<file path="src/cst_pkg.sv">
package cst_pkg;

  // Command codes
  typedef enum logic [1:0] {
    CMD_CREATE = 2'd0,
    CMD_FREE   = 2'd1,
    CMD_P      = 2'd2,
    CMD_V      = 2'd3
  } cst_cmd_t;

  // Width of the slot field; create only searches slots it can name
  localparam int SLOT_W     = 4;
  localparam int SLOT_SPAN  = 1 << SLOT_W;
  localparam int INIT_CNT_W = 16;

  // Input item
  typedef struct packed {
    cst_cmd_t                      cmd;
    logic [SLOT_W-1:0]             sem_id;
    logic signed [INIT_CNT_W-1:0]  initial_count;
  } cst_in_t;

  // Result item
  typedef struct packed {
    logic              ok;
    logic [SLOT_W-1:0] slot;
    logic              must_wait;
    logic              wake_one;
  } cst_out_t;

  // Command and partial result as it travels down the cell row
  typedef struct packed {
    cst_cmd_t          cmd;
    logic [SLOT_W-1:0] sem_id;
    logic              ok;
    logic [SLOT_W-1:0] slot;
    logic              must_wait;
    logic              wake_one;
  } cst_tok_t;

endpackage

</file>
<file path="src/cst_cell.sv">
module cst_cell #(
  parameter int IDX         = 0,
  parameter int COUNT_WIDTH = 16
) (
  input  logic                     clk,
  input  logic                     rst_n,
  input  logic                     adv,
  input  logic                     in_v,
  input  cst_pkg::cst_tok_t        in_tok,
  input  logic [COUNT_WIDTH-1:0]   in_cnt,
  output logic                     out_v,
  output cst_pkg::cst_tok_t        out_tok,
  output logic [COUNT_WIDTH-1:0]   out_cnt
);
  import cst_pkg::*;

  // Only slots the 4-bit id can name are addressed or handed out
  localparam bit                     ADDRESSABLE = (IDX < SLOT_SPAN);
  localparam logic [SLOT_W-1:0]      SLOT_ID     = SLOT_W'(IDX);
  localparam logic [COUNT_WIDTH-1:0] CNT_MIN     = {1'b1, {(COUNT_WIDTH-1){1'b0}}};
  localparam logic [COUNT_WIDTH-1:0] CNT_MAX     = {1'b0, {(COUNT_WIDTH-1){1'b1}}};

  logic                   in_use_r, in_use_nxt;
  logic [COUNT_WIDTH-1:0] cnt_r, cnt_nxt;
  logic                   v_r;
  cst_tok_t               tok_r, tok_nxt;
  logic [COUNT_WIDTH-1:0] pass_cnt_r;
  logic                   hit;

  // Apply the passing command to this slot
  always_comb begin
    tok_nxt    = in_tok;
    in_use_nxt = in_use_r;
    cnt_nxt    = cnt_r;
    hit        = ADDRESSABLE && (in_tok.sem_id == SLOT_ID);
    unique case (in_tok.cmd)
      CMD_CREATE: begin
        // ok doubles as "already claimed upstream"
        if (ADDRESSABLE && !in_tok.ok && !in_use_r) begin
          in_use_nxt   = 1'b1;
          cnt_nxt      = in_cnt;
          tok_nxt.ok   = 1'b1;
          tok_nxt.slot = SLOT_ID;
        end
      end
      CMD_FREE: begin
        if (hit && in_use_r && !cnt_r[COUNT_WIDTH-1] && (cnt_r != '0)) begin
          in_use_nxt = 1'b0;
          tok_nxt.ok = 1'b1;
        end
      end
      CMD_P: begin
        if (hit) begin
          if (cnt_r != CNT_MIN) cnt_nxt = cnt_r - COUNT_WIDTH'(1);
          tok_nxt.must_wait = cnt_nxt[COUNT_WIDTH-1];
        end
      end
      CMD_V: begin
        if (hit) begin
          if (cnt_r != CNT_MAX) cnt_nxt = cnt_r + COUNT_WIDTH'(1);
          tok_nxt.wake_one = cnt_nxt[COUNT_WIDTH-1] || (cnt_nxt == '0);
        end
      end
    endcase
  end

  // Slot state and stage valid
  always_ff @(posedge clk) begin
    if (!rst_n) begin
      in_use_r <= 1'b0;
      cnt_r    <= '0;
      v_r      <= 1'b0;
    end else if (adv) begin
      v_r <= in_v;
      if (in_v) begin
        in_use_r <= in_use_nxt;
        cnt_r    <= cnt_nxt;
      end
    end
  end

  // Item handed to the next cell
  always_ff @(posedge clk) begin
    if (!rst_n) begin
      tok_r      <= '0;
      pass_cnt_r <= '0;
    end else if (adv) begin
      tok_r      <= tok_nxt;
      pass_cnt_r <= in_cnt;
    end
  end

  assign out_v   = v_r;
  assign out_tok = tok_r;
  assign out_cnt = pass_cnt_r;

endmodule

</file>
<file path="src/counting_semaphore_table_unit.sv">
// Counting semaphore table: NUM_SEMAPHORES cells in a row, one per slot, each
// holding an allocated mark and a saturating signed count. A command enters
// the first cell and moves one cell per cycle while the row advances; the cell
// it addresses (or, for create, the first free cell it passes) updates itself
// and fills in the result. Each cell registers the item as it passes; the row
// is a pipeline, so one item is accepted every cycle while the output side
// takes results, and the whole row holds while a finished result waits at the
// end with out_ready low. Only slots 0..15 can be addressed or created. Reset
// clears all marks and counts.
module counting_semaphore_table_unit #(
  parameter int NUM_SEMAPHORES = 16,
  parameter int COUNT_WIDTH    = 16
) (
  input  logic              clk,
  input  logic              rst_n,
  input  logic              in_valid,
  output logic              in_ready,
  input  cst_pkg::cst_in_t  in_data,
  output logic              out_valid,
  input  logic              out_ready,
  output cst_pkg::cst_out_t out_data
);
  import cst_pkg::*;

  localparam int EXT_W = (COUNT_WIDTH > INIT_CNT_W) ? COUNT_WIDTH : INIT_CNT_W;
  localparam logic signed [EXT_W-1:0] CLAMP_MAX =
    EXT_W'((64'sd1 <<< (COUNT_WIDTH - 1)) - 64'sd1);
  localparam logic signed [EXT_W-1:0] CLAMP_MIN = -CLAMP_MAX - EXT_W'(1);

  logic                          adv;
  logic signed [EXT_W-1:0]       init_ext;
  logic signed [EXT_W-1:0]       init_clamped;
  cst_tok_t                      entry_tok;
  logic                          chain_v   [NUM_SEMAPHORES+1];
  cst_tok_t                      chain_tok [NUM_SEMAPHORES+1];
  logic [COUNT_WIDTH-1:0]        chain_cnt [NUM_SEMAPHORES+1];

  // Whole row moves together unless a result is stuck at the end
  assign adv      = !chain_v[NUM_SEMAPHORES] || out_ready;
  assign in_ready = adv;

  // Clamp the create count into the count range and seed the result
  always_comb begin
    init_ext = EXT_W'(in_data.initial_count);
    if (init_ext > CLAMP_MAX)      init_clamped = CLAMP_MAX;
    else if (init_ext < CLAMP_MIN) init_clamped = CLAMP_MIN;
    else                           init_clamped = init_ext;

    entry_tok.cmd       = in_data.cmd;
    entry_tok.sem_id    = in_data.sem_id;
    entry_tok.ok        = (in_data.cmd == CMD_P) || (in_data.cmd == CMD_V);
    entry_tok.slot      = (in_data.cmd == CMD_CREATE) ? '0 : in_data.sem_id;
    entry_tok.must_wait = 1'b0;
    entry_tok.wake_one  = 1'b0;
  end

  assign chain_v[0]   = in_valid;
  assign chain_tok[0] = entry_tok;
  assign chain_cnt[0] = init_clamped[COUNT_WIDTH-1:0];

  // Row of slot cells
  for (genvar i = 0; i < NUM_SEMAPHORES; i++) begin : g_cell
    cst_cell #(
      .IDX         (i),
      .COUNT_WIDTH (COUNT_WIDTH)
    ) u_cell (
      .clk     (clk),
      .rst_n   (rst_n),
      .adv     (adv),
      .in_v    (chain_v[i]),
      .in_tok  (chain_tok[i]),
      .in_cnt  (chain_cnt[i]),
      .out_v   (chain_v[i+1]),
      .out_tok (chain_tok[i+1]),
      .out_cnt (chain_cnt[i+1])
    );
  end

  // Result from the last cell
  assign out_valid          = chain_v[NUM_SEMAPHORES];
  assign out_data.ok        = chain_tok[NUM_SEMAPHORES].ok;
  assign out_data.slot      = chain_tok[NUM_SEMAPHORES].slot;
  assign out_data.must_wait = chain_tok[NUM_SEMAPHORES].must_wait;
  assign out_data.wake_one  = chain_tok[NUM_SEMAPHORES].wake_one;

endmodule

</file>
<file path="config.mk">
export PLATFORM = sky130hd
export DESIGN_NAME = counting_semaphore_table_unit
export DESIGN_NICKNAME = d
export VERILOG_FILES = /design/src/cst_pkg.sv /design/src/cst_cell.sv /design/src/counting_semaphore_table_unit.sv
export SDC_FILE = /design/constraint.sdc
export NUM_CORES = 2
export LEC_CHECK = 0
export BUFFER_PORTS_ARGS = -buffer_cell sky130_fd_sc_hd__buf_4
export CORE_MARGIN = 2
export CORE_UTILIZATION = 45
export DETAILED_ROUTE_END_ITERATION = 8
export SKIP_LAST_GASP = 1
export SLEW_MARGIN = 20
export SYNTH_ARGS = -nofsm -noshare
export SYNTH_HDL_FRONTEND = slang
export SYNTH_SLANG_ARGS = --single-unit
</file>
<file path="constraint.sdc">
create_clock -name clk -period 2.5 [get_ports clk]
set_input_delay 0.5 -clock clk [delete_from_list [all_inputs] [get_ports clk]]
set_output_delay 0.5 -clock clk [all_outputs]
set_load 0.005 [all_outputs]
</file>
Word level (Yosys, flattened, before mapping). Cells that the tools add are included. W data, S select, Z words.

Flip-flop bits (word level): 730. Input port bits: 26. Output and inout bits: 9. Logic and storage cells: 949.

$add $sub $neg: 32. Order comparisons: 2. Equality and inequality tests: 175. Mux-type cells: 307. Reductions and logical operators: 260.

Operator list (count): $mux W16 (114); $pmux W16 S3 (16); $add A16 B1 Y16 const B (16); $logic_not A16 Y1 (16); $ne A16 B15 Y1 const B (16); $ne A16 B16 Y1 const B (16); $reduce_bool A16 Y1 (16); $sub A16 B1 Y16 const B (16); $ne A2 B1 Y1 const B (80); $mux W1 (112); $reduce_and A7 Y1 (16); $reduce_and A6 Y1 (16); $mux W5 (16); $reduce_and A5 Y1 (16); $mux W4 (17); $eq A2 B2 Y1 const B (32); $logic_and A1 B1 Y1 (64); $pmux W1 S2 (32); $logic_not A1 Y1 (49); $reduce_bool A3 Y1 (16); $eq A2 B1 Y1 const B (16); $eq A4 B4 Y1 const B (8); $logic_not A2 Y1 (16); $reduce_bool A2 Y1 (16); other kinds (7) (28).

Depth between registers and ports, before layout.
Depth in word-level cells: 8. Depth in mapped cells: 11. Depth with buffers taken out: 8.

Modules after synthesis. Synthesis repeated with hierarchy kept, for this count alone.

Cells, all modules: 6170. Area, all modules: 49502.5 µm².

Modules (own cells, without submodules): cst_cell (g_cell[1].u_cell) (times used 1, cells each 398, area each 3271.9 µm², sequential area each 940.9 µm²); cst_cell (g_cell[0].u_cell) (times used 1, cells each 391, area each 3231.8 µm², sequential area each 940.9 µm²); cst_cell (g_cell[2].u_cell) (times used 1, cells each 406, area each 3211.8 µm², sequential area each 940.9 µm²); cst_cell (g_cell[9].u_cell) (times used 1, cells each 396, area each 3196.8 µm², sequential area each 940.9 µm²); cst_cell (g_cell[4].u_cell) (times used 1, cells each 396, area each 3151.8 µm², sequential area each 940.9 µm²); cst_cell (g_cell[11].u_cell) (times used 1, cells each 390, area each 3089.2 µm², sequential area each 940.9 µm²); cst_cell (g_cell[8].u_cell) (times used 1, cells each 377, area each 3055.4 µm², sequential area each 940.9 µm²); cst_cell (g_cell[13].u_cell) (times used 1, cells each 387, area each 3049.2 µm², sequential area each 940.9 µm²); cst_cell (g_cell[15].u_cell) (times used 1, cells each 374, area each 3040.4 µm², sequential area each 940.9 µm²); cst_cell (g_cell[3].u_cell) (times used 1, cells each 375, area each 3039.2 µm², sequential area each 940.9 µm²); cst_cell (g_cell[7].u_cell) (times used 1, cells each 394, area each 3029.2 µm², sequential area each 940.9 µm²); cst_cell (g_cell[6].u_cell) (times used 1, cells each 374, area each 3026.7 µm², sequential area each 940.9 µm²); cst_cell (g_cell[5].u_cell) (times used 1, cells each 374, area each 3010.4 µm², sequential area each 940.9 µm²); cst_cell (g_cell[14].u_cell) (times used 1, cells each 365, area each 3005.4 µm², sequential area each 940.9 µm²); 3 more rows.

Worst setup path before layout. No wires, ideal clock.

Path type: register to register. Start: reg g_cell[13].u_cell.cnt_r[0]. End: reg g_cell[13].u_cell.cnt_r[11]. Setup time: 119 ps. Arrival time: 2388 ps. Data required time: 2381 ps. Path slack: -7 ps. Cell stages (with the launch flop): 10. Path buffers: 1. Period minus slack after synthesis: 2507 ps. Path through: dfxtp_1 > clkbuf_1 > inv_1 > ha_1 > or4b_4 > or4_4 > o21ai_4 > a21oi_2 > mux2_2 > o221a_1.

Word-level cells in the longest chain between the ends: 6. Elaborated cells between the ends (all ways): 13. Those cells by class: add/sub (2); eq/ne (3); mux (7); reduce/logical (1).

RTL lines: start, declared (RTL line cst_cell.sv:24) `logic [COUNT_WIDTH-1:0] cnt_r, cnt_nxt;`; start signal, assigned (RTL line cst_cell.sv:77) `cnt_r <= cnt_nxt;`; $add A16 B1 Y16 / $ne A16 B15 Y1 (equally long branches) (RTL line cst_cell.sv:60) `if (cnt_r != CNT_MAX) cnt_nxt = cnt_r + COUNT_WIDTH'(1);`; $mux W16 (RTL line cst_cell.sv:60); $mux W16 (RTL line cst_cell.sv:59) `if (hit) begin`; $mux W16 (RTL line cst_cell.sv:36) `unique case (in_tok.cmd)`; $mux W16 (RTL line cst_cell.sv:59); $pmux W16 S3 (RTL line cst_cell.sv:36).

Parallel ways exist; a longest one is shown, timed or not. The select of a mux whose other input is x is not followed. A chain may end at the register's enable or synchronous reset.

Worst setup path in the final report.
Start: reg g_cell[12].u_cell.cnt_r[9]. End: reg g_cell[12].u_cell.cnt_r[12].

Word-level cells in the longest chain between the ends: 6. Elaborated cells between the ends (all ways): 13. Those cells by class: add/sub (2); eq/ne (3); mux (7); reduce/logical (1).

RTL lines (RTL line): start, declared (cst_cell.sv:24); start signal, assigned (cst_cell.sv:77); $add A16 B1 Y16 / $ne A16 B15 Y1 (equally long branches) (cst_cell.sv:60); $mux W16 (cst_cell.sv:60); $mux W16 (cst_cell.sv:59); $mux W16 (cst_cell.sv:36); $mux W16 (cst_cell.sv:59); $pmux W16 S3 (cst_cell.sv:36).

Parallel ways exist; a longest one is shown, timed or not. The select of a mux whose other input is x is not followed.

==> results_dict.tcl <==
set metrics [dict create \
    drt_iter0_drc 5956 \
    ys_ff_latch 730 \
    multi_input_area_mm2 0.0284 \
    synth_edf_count 0 \
    seq_power_share_pct 43.8 \
    stdcell_area_mm2 0.0537 \
    synthTopCellsByArea "dfxtp_1, nand2_1, a21oi_1, o21ai_0, clkbuf_1" \
    worst_skew_pair.late_latency_ns 0.69 \
    port_buffers 34 \
    start_util_pct 45.5 \
    timing.final.crit_share_pct 98.8 \
    critPathSlowestCell "or4b_4" \
    rows 116 \
    core_area_mm2 0.100 \
    num-nets-final 6604 \
    fillCellCount 9657 \
    die_h_um 323 \
    synth_largest_area_cell "dfxtp_1" \
    antenna_cells 0 \
    clock_power_share_pct 50.7 \
    synth_flop_cell "dfxtp_1" \
    synth_top_area_share_pct 32.0 \
    gp_congestion 0.968 \
    seq_area_mm2 0.0146 \
    r2r_slack_ns 0.03 \
    yosysMostFrequentCell "nand2_1" \
    synth_warnings 0 \
    syn_inst 6341 \
    startpoint "g_cell[12].u_cell.cnt_r[9]" \
    start_kind "flop" \
    crit_type "flop to flop" \
    dp_worst_setup_slack_ns 0.0287 \
    first_pass_iters 9 \
    cts.clk_slew.worst_paths_ns 0.06 \
    p_comb_share_pct 5.4 \
    cp-end-kind "flop" \
    worstPathRequired_ns 3.09 \
    dieWidth_um 323 \
    final.setup.worst_slack_ns 0.0305 \
    rsz0062_at_grt "yes" \
    numCtsBuffers 86 \
    cts_tree "built" \
    power.leakage_nw 19.1 \
    areaGrowthSynthToFinish_pct 17.5 \
    r2r_start "g_cell[12].u_cell.cnt_r[9]" \
    crit-reg2reg-capture "g_cell[12].u_cell.cnt_r[12]" \
    status "complete, no violations" \
    io_pins 35 \
    internal-power_mw 20.7 \
    min_delay_path_depth 3 \
    grt_pass1_vias 45400 \
    p_sw_mw 6.66 \
    cellPowerDensity_mw_per_mm2 509 \
    drv_slew 0 \
    slowest_delay_ns 0.56 \
    grt_pass1_wl_um 262000 \
    hold_path_end "g_cell[0].u_cell.out_cnt[5]" \
    grt_usage_pct 30.9 \
    seq_area_frac_synth_pct 32.0 \
    vdd.ir_drop.worst_uv 533 \
    cts_sinks 730 \
    power_mw 27.3 \
    grt_max_degree 93 \
    finish.utilization_pct 53.5 \
    ant_nets 0 \
    max_freq_mhz 405 \
    setup_viol 0 \
    max_slew_margin_pct 50.7 \
    cts.path.max_buffers 3 \
    num_vias 49700 \
    hold_viol 0 \
    yosysUniqueCellTypes 110 \
    worst_pin_slew_ns 0.733 \
    drc 0 \
    dieArea_mm2 0.104 \
    vias_per_cell 6.24 \
    synthTopCellsByCount "nand2_1, dfxtp_1, a21oi_1, clkbuf_1, nor2_1" \
    dpl.hpwl_um 119000 \
    htree_levels 3 \
    switching_share_pct 24.4 \
    netlist_area_mm2 0.0457 \
    antenna_found_initial 0 \
    post_drt_wl_per_cell_um 20.9 \
    clock_skew_ns 0.0509 \
    totalWireLength_um 167000 \
    root_buffer "clkbuf_16" \
    hold_start "in_data[5]" \
    path_cells "nor4_4 -> or4b_4 -> nor3b_4 -> buf_4 -> a31o_2 -> o21ai_1 -> a21oi_1" \
    synthArstFlopShare_pct 0 \
    hold_class "primary input to flop" \
    post-route-min-period_ns 2.47 \
    r2r_cells 7 \
    arrival_ns 3.06 \
    grt_overflow 0 \
    synth_area_per_cell_um2 7.20 \
    syn_nets 6414 \
    drive_gt1_share_pct 15.3 \
    postPlaceCellArea_mm2 0.0502 \
    hold_ws_ns 0.0920 \
    critPathMaxFanout 7 \
    maxCapViolCount 0 \
]
## registers in the layout, summed over array words and instances (netlist names)
name / cells
g_cell.u_cell.cnt_r: 256
g_cell.u_cell.out_cnt: 240
g_cell.u_cell.out_tok: 202
g_cell.u_cell.in_use_r: 16
g_cell.u_cell.out_v: 16
## layout by cell type (no fill, tap or decap), types with 26 or more instances in the layout
cell       instances
dfxtp_1          724
a21oi_1          704
nand2_1         1067
nor3_1           195
or2_2             38
o2bb2ai_1         31
clkbuf_16         89
or4_1             40
nand3_1          186
o21ai_0          418
o21ai_1           27
o211ai_1          59
and2_1            39
and3_1            65
nor2_1           460
o221a_2           34
mux2i_1           59
or3_1             55
xnor2_1           76
a221oi_1          26
nand4_1          110
a31oi_1           89
ha_1              46
a32o_1            40
nor4_1           116
o22ai_1           54
o32ai_1           36
and4_1            38
a211oi_1          58
o21a_1            28
inv_1            144
a22oi_1           46
o31ai_1           56
nor2b_1           33
buf_4            639
xor2_1            53
## layer usage
layer  vias up  global-route usage [%]  wire [µm]
met5         -                       0          0
met4         0                    9.71       4670
met3       321                    3.53      11600
met2      2101                    48.3      74500
met1     23600                    44.2      75900
li1      23600                       -          -
## power groups by stage
| stage | sequential [mW] | combinational [mW] | clock [mW] |
|---|---|---|---|
| detailed placement | 12.2 | 1.45 | 0 |
| CTS | 12.0 | 1.46 | 14.1 |
| finish | 12.0 | 1.49 | 13.9 |
| global placement | 12.2 | 1.45 | 0 |
| global route | 12.0 | 1.62 | 14.5 |
| floorplan | 12.1 | 0.951 | 0 |
## critical path: cells and delay by family, from the launching register on
family	cells	cell delay, ns
flops	1	0.38
simple gates	3	1.26
buf+inv	1	0.18
compound gates	3	0.57
## cell type report
type                            instances  share of cell area (%)
Clock buffer                          117                    4.58
Clock inverter                         39                    1.23
Inverter                              154                    1.11
Multi-Input combinational cell       4898                    52.9
Sequential cell                       730                    27.2
Tap cell                             1357                    3.16
Timing Repair Buffer                  660                    9.74
Timing Repair inverter                  1                  0.0163
## timing repair
item / CTS / global route
hold endpoints to repair: 0 / 0
gates cloned: 1 / 3
hold buffers: 0 / 0
buffers inserted: 4 / 5
resized for setup: 2 / 44
pin swaps: 0 / 7
setup endpoints to repair: 2 / 69
## cell families after synthesis
| family | synth area share [%] |
|---|---|
| mux | 1.84 |
| flops | 32.0 |
| simple gates | 27.6 |
| buf+inv | 6.19 |
| xor+xnor | 2.47 |
| compound gates | 28.6 |
| fa+ha+maj | 1.29 |
## how the worst max path moves through the flow
stage               cells past startpoint                           end  slack, ns
detailed placement                      9   g_cell[2].u_cell.out_tok[0]       0.03
global placement                        9   g_cell[2].u_cell.out_tok[0]       0.03
finish                                  7   g_cell[12].u_cell.cnt_r[12]       0.03
CTS                                     5                      in_ready       0.02
floorplan                               8                      in_ready       0.01
global route                            9  g_cell[15].u_cell.out_tok[0]      -0.05
## stage by stage
step	setup TNS, ns	instances
floorplan	0	6341
global placement	0	7787
global route	-0.325	7956
CTS	0	7948
finish	0	7956
detailed placement	0	7787
No activity file was read; power rests on OpenSTA's default activity.
